## src/hdl/csqs_pkg.sv

```systemverilog
// shared types, constants and weight table for the closed quadratic spline sampler
// no dependencies
package csqs_pkg;

  localparam int CoordBits     = 16;
  localparam int WeightBits    = 6;
  localparam int SamplesPerSeg = 5;
  localparam int SampleIdxBits = 3;

  localparam logic [SampleIdxBits-1:0] LastSample = SampleIdxBits'(SamplesPerSeg - 1);

  typedef struct packed {
    logic signed [CoordBits-1:0] point_x;
    logic signed [CoordBits-1:0] point_y;
    logic                        final_point;
  } in_word_t;

  typedef struct packed {
    logic signed [CoordBits-1:0] curve_x;
    logic signed [CoordBits-1:0] curve_y;
    logic                        loop_done;
  } out_word_t;

  typedef struct packed {
    logic signed [CoordBits-1:0] x;
    logic signed [CoordBits-1:0] y;
  } point_t;

  typedef struct packed {
    point_t a;
    point_t b;
    point_t c;
    logic   last;
  } seg_t;

  typedef struct packed {
    logic [WeightBits-1:0] wa;
    logic [WeightBits-1:0] wb;
    logic [WeightBits-1:0] wc;
  } weights_t;

  // blend weights in fiftieths for each sample of a segment
  function automatic weights_t sample_weights(input logic [SampleIdxBits-1:0] idx);
    weights_t w;
    case (idx)
      3'd0:    w = '{wa: 6'd25, wb: 6'd25, wc: 6'd0};
      3'd1:    w = '{wa: 6'd16, wb: 6'd33, wc: 6'd1};
      3'd2:    w = '{wa: 6'd9,  wb: 6'd37, wc: 6'd4};
      3'd3:    w = '{wa: 6'd4,  wb: 6'd37, wc: 6'd9};
      3'd4:    w = '{wa: 6'd1,  wb: 6'd33, wc: 6'd16};
      default: w = '{wa: 6'd25, wb: 6'd25, wc: 6'd0};
    endcase
    return w;
  endfunction

endpackage

```

## src/hdl/csqs_front.sv

```systemverilog
// front end: takes control points, tracks loop state, queues up segment jobs
// depends on csqs_pkg
module csqs_front (
  input  logic              clk_i,
  input  logic              rst_ni,
  input  logic              in_valid_i,
  output logic              in_stall_o,
  input  csqs_pkg::in_word_t in_word_i,
  output logic              push_o,
  output csqs_pkg::seg_t    push_seg_o,
  input  logic              full_i
);

  csqs_pkg::point_t first_q, first_d;
  csqs_pkg::point_t second_q, second_d;
  csqs_pkg::point_t older_q, older_d;
  csqs_pkg::point_t newer_q, newer_d;
  logic [1:0]       seen_q, seen_d;
  csqs_pkg::seg_t   segs_q [3];
  csqs_pkg::seg_t   segs_d [3];
  logic [1:0]       pend_q, pend_d;

  csqs_pkg::point_t p;
  csqs_pkg::point_t first_n;
  csqs_pkg::point_t second_n;
  csqs_pkg::seg_t   mid_seg, wrap1_seg, wrap2_seg, solo_seg;
  logic             accept;

  assign in_stall_o = (pend_q != 2'd0);
  assign accept     = in_valid_i && !in_stall_o;
  assign push_o     = (pend_q != 2'd0);
  assign push_seg_o = segs_q[0];

  assign p        = '{x: in_word_i.point_x, y: in_word_i.point_y};
  assign first_n  = (seen_q == 2'd0) ? p : first_q;
  assign second_n = (seen_q == 2'd1) ? p : second_q;

  assign mid_seg   = '{a: older_q, b: newer_q, c: p, last: 1'b0};
  assign wrap1_seg = '{a: newer_q, b: p, c: first_n, last: 1'b0};
  assign wrap2_seg = '{a: p, b: first_n, c: second_n, last: 1'b1};
  assign solo_seg  = '{a: p, b: p, c: p, last: 1'b1};

  always_comb begin
    first_d  = first_q;
    second_d = second_q;
    older_d  = older_q;
    newer_d  = newer_q;
    seen_d   = seen_q;
    segs_d   = segs_q;
    pend_d   = pend_q;

    if (push_o && !full_i) begin
      segs_d[0] = segs_q[1];
      segs_d[1] = segs_q[2];
      pend_d    = pend_q - 2'd1;
    end

    if (accept) begin
      if (seen_q >= 2'd2) begin
        segs_d[0] = mid_seg;
        if (in_word_i.final_point) begin
          segs_d[1] = wrap1_seg;
          segs_d[2] = wrap2_seg;
          pend_d    = 2'd3;
        end else begin
          pend_d = 2'd1;
        end
      end else if (in_word_i.final_point) begin
        if (seen_q == 2'd0) begin
          segs_d[0] = solo_seg;
          pend_d    = 2'd1;
        end else begin
          segs_d[0] = wrap1_seg;
          segs_d[1] = wrap2_seg;
          pend_d    = 2'd2;
        end
      end

      if (in_word_i.final_point) begin
        first_d  = '0;
        second_d = '0;
        older_d  = '0;
        newer_d  = '0;
        seen_d   = 2'd0;
      end else begin
        first_d  = first_n;
        second_d = second_n;
        older_d  = newer_q;
        newer_d  = p;
        seen_d   = (seen_q == 2'd3) ? 2'd3 : seen_q + 2'd1;
      end
    end
  end

  always_ff @(posedge clk_i or negedge rst_ni) begin
    if (!rst_ni) begin
      first_q  <= '0;
      second_q <= '0;
      older_q  <= '0;
      newer_q  <= '0;
      seen_q   <= 2'd0;
      pend_q   <= 2'd0;
    end else begin
      first_q  <= first_d;
      second_q <= second_d;
      older_q  <= older_d;
      newer_q  <= newer_d;
      seen_q   <= seen_d;
      pend_q   <= pend_d;
    end
  end

  always_ff @(posedge clk_i) begin
    segs_q <= segs_d;
  end

endmodule

```

## src/hdl/csqs_fifo.sv

```systemverilog
// small register queue of segment jobs between front and back
// depends on csqs_pkg
module csqs_fifo #(
  parameter int Depth = 4
) (
  input  logic           clk_i,
  input  logic           rst_ni,
  input  logic           push_i,
  input  csqs_pkg::seg_t push_seg_i,
  output logic           full_o,
  input  logic           pop_i,
  output logic           empty_o,
  output csqs_pkg::seg_t head_o
);

  localparam int PtrW = (Depth > 1) ? $clog2(Depth) : 1;
  localparam int CntW = $clog2(Depth + 1);

  csqs_pkg::seg_t  mem_q [Depth];
  logic [PtrW-1:0] wr_q, wr_d;
  logic [PtrW-1:0] rd_q, rd_d;
  logic [CntW-1:0] cnt_q, cnt_d;
  logic            do_push, do_pop;

  assign full_o  = (cnt_q == CntW'(Depth));
  assign empty_o = (cnt_q == '0);
  assign do_push = push_i && !full_o;
  assign do_pop  = pop_i && !empty_o;
  assign head_o  = mem_q[rd_q];

  always_comb begin
    wr_d  = wr_q;
    rd_d  = rd_q;
    cnt_d = cnt_q;
    if (do_push) begin
      wr_d = (wr_q == PtrW'(Depth - 1)) ? '0 : wr_q + PtrW'(1);
    end
    if (do_pop) begin
      rd_d = (rd_q == PtrW'(Depth - 1)) ? '0 : rd_q + PtrW'(1);
    end
    if (do_push && !do_pop) begin
      cnt_d = cnt_q + CntW'(1);
    end else if (do_pop && !do_push) begin
      cnt_d = cnt_q - CntW'(1);
    end
  end

  always_ff @(posedge clk_i or negedge rst_ni) begin
    if (!rst_ni) begin
      wr_q  <= '0;
      rd_q  <= '0;
      cnt_q <= '0;
    end else begin
      wr_q  <= wr_d;
      rd_q  <= rd_d;
      cnt_q <= cnt_d;
    end
  end

  always_ff @(posedge clk_i) begin
    if (do_push) begin
      mem_q[wr_q] <= push_seg_i;
    end
  end

endmodule

```

## src/hdl/csqs_back.sv

```systemverilog
// back end: steps through the five samples of each queued segment and runs
// the blend and divide-by-fifty pipeline; depends on csqs_pkg
module csqs_back (
  input  logic                clk_i,
  input  logic                rst_ni,
  input  logic                seg_valid_i,
  input  csqs_pkg::seg_t      seg_i,
  output logic                pop_o,
  output logic                out_valid_o,
  input  logic                out_stall_i,
  output csqs_pkg::out_word_t out_word_o
);

  localparam int Cb    = csqs_pkg::CoordBits;
  localparam int W     = Cb + 6;
  localparam int Mw    = Cb + 1;
  localparam int L     = W / 2;
  localparam int H     = W - L;
  localparam int Lanes = 2;

  localparam logic [Mw-1:0]       Recip = Mw'((64'd1 << W) / 64'd50);
  localparam logic signed [W:0]   Bias  = (W + 1)'(25) + ((W + 1)'(25) << Cb);
  localparam logic [W-1:0]        Fifty = W'(50);

  logic [csqs_pkg::SampleIdxBits-1:0] idx_q, idx_d;
  logic                               en, issue;
  csqs_pkg::weights_t                 wts;

  logic v1_q, v2_q, v3_q, out_valid_q;
  logic done1_q, done2_q, done3_q;
  logic [Cb-1:0] res [Lanes];
  csqs_pkg::out_word_t out_word_q;

  assign en          = !(out_valid_q && out_stall_i);
  assign issue       = seg_valid_i && en;
  assign pop_o       = issue && (idx_q == csqs_pkg::LastSample);
  assign wts         = csqs_pkg::sample_weights(idx_q);
  assign out_valid_o = out_valid_q;
  assign out_word_o  = out_word_q;

  always_comb begin
    idx_d = idx_q;
    if (issue) begin
      idx_d = (idx_q == csqs_pkg::LastSample) ? '0
            : idx_q + csqs_pkg::SampleIdxBits'(1);
    end
  end

  always_ff @(posedge clk_i or negedge rst_ni) begin
    if (!rst_ni) begin
      idx_q       <= '0;
      v1_q        <= 1'b0;
      v2_q        <= 1'b0;
      v3_q        <= 1'b0;
      out_valid_q <= 1'b0;
    end else begin
      idx_q <= idx_d;
      if (en) begin
        v1_q        <= issue;
        v2_q        <= v1_q;
        v3_q        <= v2_q;
        out_valid_q <= v3_q;
      end
    end
  end

  always_ff @(posedge clk_i) begin
    if (en) begin
      done1_q              <= seg_i.last && (idx_q == csqs_pkg::LastSample);
      done2_q              <= done1_q;
      done3_q              <= done2_q;
      out_word_q.curve_x   <= res[0];
      out_word_q.curve_y   <= res[1];
      out_word_q.loop_done <= done3_q;
    end
  end

  for (genvar g = 0; g < Lanes; g++) begin : g_lane
    logic signed [Cb-1:0] ca, cb, cc;
    logic signed [W:0]    acc;
    logic [W-1:0]         x1_q, x2_q, x3_q;
    logic [L+Mw-1:0]      pl_q;
    logic [H+Mw-1:0]      ph_q;
    logic [W+Mw-1:0]      prod;
    logic [Mw-1:0]        qe_q;
    logic [W-1:0]         times50;
    logic [W-1:0]         rem;
    logic [Mw-1:0]        quo;

    assign ca = (g == 0) ? seg_i.a.x : seg_i.a.y;
    assign cb = (g == 0) ? seg_i.b.x : seg_i.b.y;
    assign cc = (g == 0) ? seg_i.c.x : seg_i.c.y;

    // weighted sum, biased to stay non-negative
    assign acc = (W + 1)'(ca) * $signed({1'b0, wts.wa})
               + (W + 1)'(cb) * $signed({1'b0, wts.wb})
               + (W + 1)'(cc) * $signed({1'b0, wts.wc});

    // reciprocal estimate is floor(x/50) or one below it
    assign prod    = ((W + Mw)'(ph_q) << L) + (W + Mw)'(pl_q);
    assign times50 = (W'(qe_q) << 5) + (W'(qe_q) << 4) + (W'(qe_q) << 1);
    assign rem     = x3_q - times50;
    assign quo     = qe_q + Mw'(rem >= Fifty);
    assign res[g]  = {~quo[Cb-1], quo[Cb-2:0]};

    always_ff @(posedge clk_i) begin
      if (en) begin
        x1_q <= W'(acc + Bias);
        pl_q <= (L + Mw)'(x1_q[L-1:0]) * (L + Mw)'(Recip);
        ph_q <= (H + Mw)'(x1_q[W-1:L]) * (H + Mw)'(Recip);
        x2_q <= x1_q;
        qe_q <= prod[W+Mw-1:W];
        x3_q <= x2_q;
      end
    end
  end

endmodule

```

## src/hdl/closed_quadratic_spline_sampler_core.sv

```systemverilog
// top level of the closed quadratic spline sampler: front end, segment queue, back end
// depends on csqs_pkg, csqs_front, csqs_fifo, csqs_back
//
//   channel | direction | handshake               | word
//   in      | input     | in_valid_i / in_stall_o  | csqs_pkg::in_word_t
//   out     | output    | out_valid_o / out_stall_i | csqs_pkg::out_word_t
//
// the back end emits one sample per cycle while not stalled, five per segment, so a point that
// closes a segment yields five samples, a final point up to fifteen, and the two opening points none
// each sample passes 3 pipeline registers plus the output register once its segment
// reaches the queue head; the front end stalls input until its segments are queued
// reset clears loop state, queue pointers and pipeline valids; out_stall_i freezes the
// back end pipeline while an output is valid, and the queue lets the front keep taking points until it fills
module closed_quadratic_spline_sampler_core #(
  parameter int QueueDepth = 4
) (
  input  logic                clk_i,
  input  logic                rst_ni,
  input  logic                in_valid_i,
  output logic                in_stall_o,
  input  csqs_pkg::in_word_t  in_word_i,
  output logic                out_valid_o,
  input  logic                out_stall_i,
  output csqs_pkg::out_word_t out_word_o
);

  logic           push, full, pop, empty;
  csqs_pkg::seg_t push_seg, head_seg;

  csqs_front u_front (
    .clk_i      (clk_i),
    .rst_ni     (rst_ni),
    .in_valid_i (in_valid_i),
    .in_stall_o (in_stall_o),
    .in_word_i  (in_word_i),
    .push_o     (push),
    .push_seg_o (push_seg),
    .full_i     (full)
  );

  csqs_fifo #(
    .Depth (QueueDepth)
  ) u_fifo (
    .clk_i      (clk_i),
    .rst_ni     (rst_ni),
    .push_i     (push),
    .push_seg_i (push_seg),
    .full_o     (full),
    .pop_i      (pop),
    .empty_o    (empty),
    .head_o     (head_seg)
  );

  csqs_back u_back (
    .clk_i       (clk_i),
    .rst_ni      (rst_ni),
    .seg_valid_i (!empty),
    .seg_i       (head_seg),
    .pop_o       (pop),
    .out_valid_o (out_valid_o),
    .out_stall_i (out_stall_i),
    .out_word_o  (out_word_o)
  );

endmodule
```

## config.mk

```make
export PLATFORM = sky130hd
export DESIGN_NAME = closed_quadratic_spline_sampler_core
export DESIGN_NICKNAME = d
export VERILOG_FILES = /design/src/hdl/csqs_pkg.sv /design/src/hdl/csqs_front.sv /design/src/hdl/csqs_fifo.sv /design/src/hdl/csqs_back.sv /design/src/hdl/closed_quadratic_spline_sampler_core.sv
export SDC_FILE = /design/constraint.sdc
export NUM_CORES = 2
export LEC_CHECK = 0
export ABC_AREA = 1
export CAP_MARGIN = 40
export CORE_MARGIN = 2
export CORE_UTILIZATION = 50
export CTS_CLUSTER_DIAMETER = 120
export CTS_CLUSTER_SIZE = 20
export DETAILED_ROUTE_END_ITERATION = 8
export DONT_BUFFER_PORTS = 1
export GPL_TIMING_DRIVEN = 0
export MAX_ROUTING_LAYER = met4
export PLACE_DENSITY = 0.7
export SYNTH_ARGS = -nofsm -noshare
export SYNTH_HDL_FRONTEND = slang
export SYNTH_SLANG_ARGS = --single-unit
```

## constraint.sdc

```tcl
create_clock -name clk_i -period 21.1 [get_ports clk_i]
set_clock_uncertainty 0.05 [all_clocks]
set_input_delay 4.22 -clock clk_i [delete_from_list [all_inputs] [get_ports clk_i]]
set_output_delay 4.22 -clock clk_i [all_outputs]
set_load 0.1 [all_outputs]
```

==> flow_results.org <==
** Logic synthesis
- Post-Syn Area :: 0.07648 mm^2
- Dividing the synthesized area by the synthesized cell count gives 9.941 um^2.
- After synthesis, the cell types taking the most area are sky130_fd_sc_hd__edfxtp_1 (30%), sky130_fd_sc_hd__fa_1 (17%), sky130_fd_sc_hd__ha_1 (11%).
- Yosys printed 0 warnings.
- For this run, asynchronously set or reset flops after synthesis account for 13.20%.
- Number of synthesized flops with an enable pin :: 766
- Register area share after synthesis :: 39.93%
- Leading area contributor after synthesis :: sky130_fd_sc_hd__edfxtp_1
- The share of synthesized area in the top cell type comes to 30.08%.
- Gate Count Post-Synth :: 7,693
- Post-synth top flop :: sky130_fd_sc_hd__edfxtp_1
- Counting flops and latches in the post-synthesis netlist gives 1,106.
- Counting distinct cell types in the post-synthesis netlist gives 58.

** Timing
- At the pin with the least slew margin, the transition time is 1112 ps.
- Setup TNS :: 0 ps
- Fin. Hold Viols :: 0
- Setup violations remaining at the end of the flow were counted as 0.
- Based on the critical path, the design can be clocked at up to 114.2 MHz.
- Unrepaired setup endpoints after global routing :: no
- Share of the clock period used by the worst path :: 41.49%
- Final-report max-slew violation count :: 0
- Final period demand of the worst path :: 8754 ps
- Measured against its own limit, the worst slew margin works out to 25.86%.
- Hold slack :: 361.9 ps

** Floorplanning
- Starting density of the core :: 50.34%
- Chip width :: 395.1 um
- Die Ht :: 395.1 um
- Core area :: 0.1519 mm^2
- Cell Rows :: 143
- I/O pin count :: 72
- The die covers 0.1561 mm^2.

** Drt
- After detailed routing, the average wire length per cell comes to 21.60 um.
- Number of search-and-repair iterations in the first detailed-routing pass :: 7
- The first routing iteration left 4,539 violations.
- The detailed router placed 55,091 vias in this run.
- Residual antenna-violating net count after detailed routing :: 0
- For this run, design rule violations remaining after detail routing come to 0.
- Dividing the detail-routed via count by the number of cells gives 5.566.
- Routed Wire Length :: 213,800 um

** Global routing
- Entering global routing, the biggest net connects 147 pins.
- Wire length of the first global-routing pass :: 327,900 um
- Global routing finished with a remaining overflow of 0.
- Combined global-route utilization of all metal layers :: 28.26%
- Via count of the first global-routing pass :: 56,479
- Number of antenna violations at the first check in global routing :: 3

** Placed design
- The number of placed instances, taps included, is 9,781.
- Routability congestion estimate from global placement :: 1.017
- Input/output buffers :: 0
- Summed over all nets, the half-perimeter wirelength after detailed placement is 173,200 um.

** Final layout
- From synthesis to final layout, the design area changed by 7.276%.
- Cells fill 54.01% of the core in the end.
- Antenna diode instance count :: 0
- Once layout is complete, the cells apart from fillers number 9,898.
- Most common library cell in the layout ignoring fill and taps :: sky130_fd_sc_hd__inv_1
- Filler instances :: 13,440
- In the layout the commonest cells are sky130_fd_sc_hd__inv_1 (1,437), sky130_fd_sc_hd__nand2_1 (1,138), sky130_fd_sc_hd__edfxtp_1 (766).
- Share of cells above drive strength 1 :: 3.533%
- Post-layout net count :: 9,181

** Clock tree
- Depth of the CTS H-tree :: 3
- For this design, the CTS-stage hold fixing added 0 buffers.
- In this run, post-CTS repair resized a total of 0 instances.
- The root buffer cell chosen for the clock tree is sky130_fd_sc_hd__clkbuf_16.
- Total CTS buffers :: 69
- TritonCTS built the clock tree.
- Count of buffers added by post-CTS timing repair for setup :: 0
- At the later pin of the worst-skew pair, clock insertion delay measures 720 ps.
- After clock tree synthesis, the clock-pin slew on the worst setup and hold paths is 80 ps.
- The longest clock path from root to sink contains 3 buffers.
- Number of clock sinks :: 1,106

** Setup path
- Data on the critical path is required at its endpoint by 21,500 ps.
- In this design, the critical path's most frequently occurring cell is sky130_fd_sc_hd__nand2_1.
- Startpoint type of the worst setup path :: flop
- The worst setup path is captured at a flop.
- Critical Path AT :: 9150 ps
- Peak per-stage delay on the critical path :: 610 ps
- Along the worst path, the maximum fanout reaches 10.
- Among all stages on the critical path, the largest delay is contributed by sky130_fd_sc_hd__nand2_1.
- Type of the worst setup path :: flop to flop

** Worst hold path
- Hold Crit Class :: flop to flop

** Run
- # Max-Cap Violations :: 0

** Outcome
- Outcome :: complete, no violations
[critical path, delay by kind of cell (launching register included)]
family	cells	cell delay (ps)
compound gates	2	420
simple gates	12	2150
fa+ha+maj	9	4040
buf+inv	7	1260
flops	1	420
xor+xnor	1	130
[metal layers]
layer	track usage [%]	vias up	share of wire, %	wire (um)
met5	-	-	0	0
met4	13.89	0	5.8	12330
met3	3.522	571	6.1	13000
met2	48.05	2038	50	105900
met1	33.16	26913	39	82610
li1	-	25569	-	-
[path summary, 6_finish.rpt]
kind / startpoint / slack, ps / cells past startpoint / endpoint
max reg2reg: u_back.idx_q[0] / 12350 / 31 / u_back.g_lane[0].x1_q[20]
min in group asynchronous: rst_ni / 3140 / 0 / u_front.second_q[15]
min: u_back.done3_q / 360 / 0 / u_back.out_word_o[0]
max: u_back.idx_q[0] / 12350 / 31 / u_back.g_lane[0].x1_q[20]
max in group asynchronous: rst_ni / 17160 / 0 / u_front.first_q[31]
min reg2reg: u_back.done3_q / 360 / 0 / u_back.out_word_o[0]
[cell usage after synthesis, types with 12 or more instances]
cell and instances:
sky130_fd_sc_hd__fa_1 645, sky130_fd_sc_hd__nand4_1 41, sky130_fd_sc_hd__or2_2 66, sky130_fd_sc_hd__nor3_1 35, sky130_fd_sc_hd__inv_1 1437, sky130_fd_sc_hd__nand2_1 1139, sky130_fd_sc_hd__o21ai_0 282, sky130_fd_sc_hd__ha_1 677
sky130_fd_sc_hd__xnor2_1 61, sky130_fd_sc_hd__o21bai_1 33, sky130_fd_sc_hd__o21a_1 12, sky130_fd_sc_hd__inv_2 13, sky130_fd_sc_hd__dfxtp_1 194, sky130_fd_sc_hd__o22ai_1 117, sky130_fd_sc_hd__clkbuf_1 175, sky130_fd_sc_hd__o221ai_1 159
sky130_fd_sc_hd__nand3_1 273, sky130_fd_sc_hd__dfrtp_1 146, sky130_fd_sc_hd__xor2_1 131, sky130_fd_sc_hd__a21oi_1 315, sky130_fd_sc_hd__edfxtp_1 766, sky130_fd_sc_hd__nor2_1 631, sky130_fd_sc_hd__a22oi_1 15, sky130_fd_sc_hd__buf_2 42
sky130_fd_sc_hd__o211ai_1 131, sky130_fd_sc_hd__buf_1 23, sky130_fd_sc_hd__a32o_1 29
[layout make-up]
type / instances / area [um^2] / share of cell area, %
multi-input cells: 4906 / 39600 / 48.27
plain buffers: 243 / 989.7 / 1.206
clock buffers: 104 / 1901 / 2.317
flip-flops and latches: 1106 / 30540 / 37.22
well taps: 2030 / 2540 / 3.096
repair buffers: 43 / 812.0 / 0.9898
inverters: 1453 / 5454 / 6.648
clock inverters: 13 / 206.4 / 0.2516
[cells by family after synthesis]
family	Yosys count	synth area share [%]
simple gates	2227	11.98
buf+inv	1696	8.418
fa+ha+maj	1322	27.96
compound gates	1147	9.489
flops	1106	39.93
xor+xnor	192	2.199
other cells	2	0.009820
mux	1	0.01472
[per-stage QoR]
stage	worst slack (ps)	instance area, um^2
floorplan	8315	76530
global placement	1947	79070
detailed placement	12530	79930
CTS	12490	82040
global route	12170	82040
finish	12350	82040
[flip-flops by register name, indices dropped and copies added, names as in the netlist, 3 cells and up]
signal	count
u_back.g_lane.qe_q	34
u_back.g_lane.x3_q	42
u_fifo.cnt_q	3
u_back.g_lane.x2_q	42
u_front.mid_seg	64
u_back.idx_q	3
u_front.second_q	32
u_fifo.mem_q	388
u_front.segs_q	193
u_front.push_seg_o	97
u_back.g_lane.ph_q	52
u_back.g_lane.pl_q	32
u_back.g_lane.x1_q	44
u_back.out_word_o	33
u_front.first_q	32
Power is left out: the tool's default activity adds up to more than one toggle a clock period on the data nets, which glitch-free logic cannot reach.
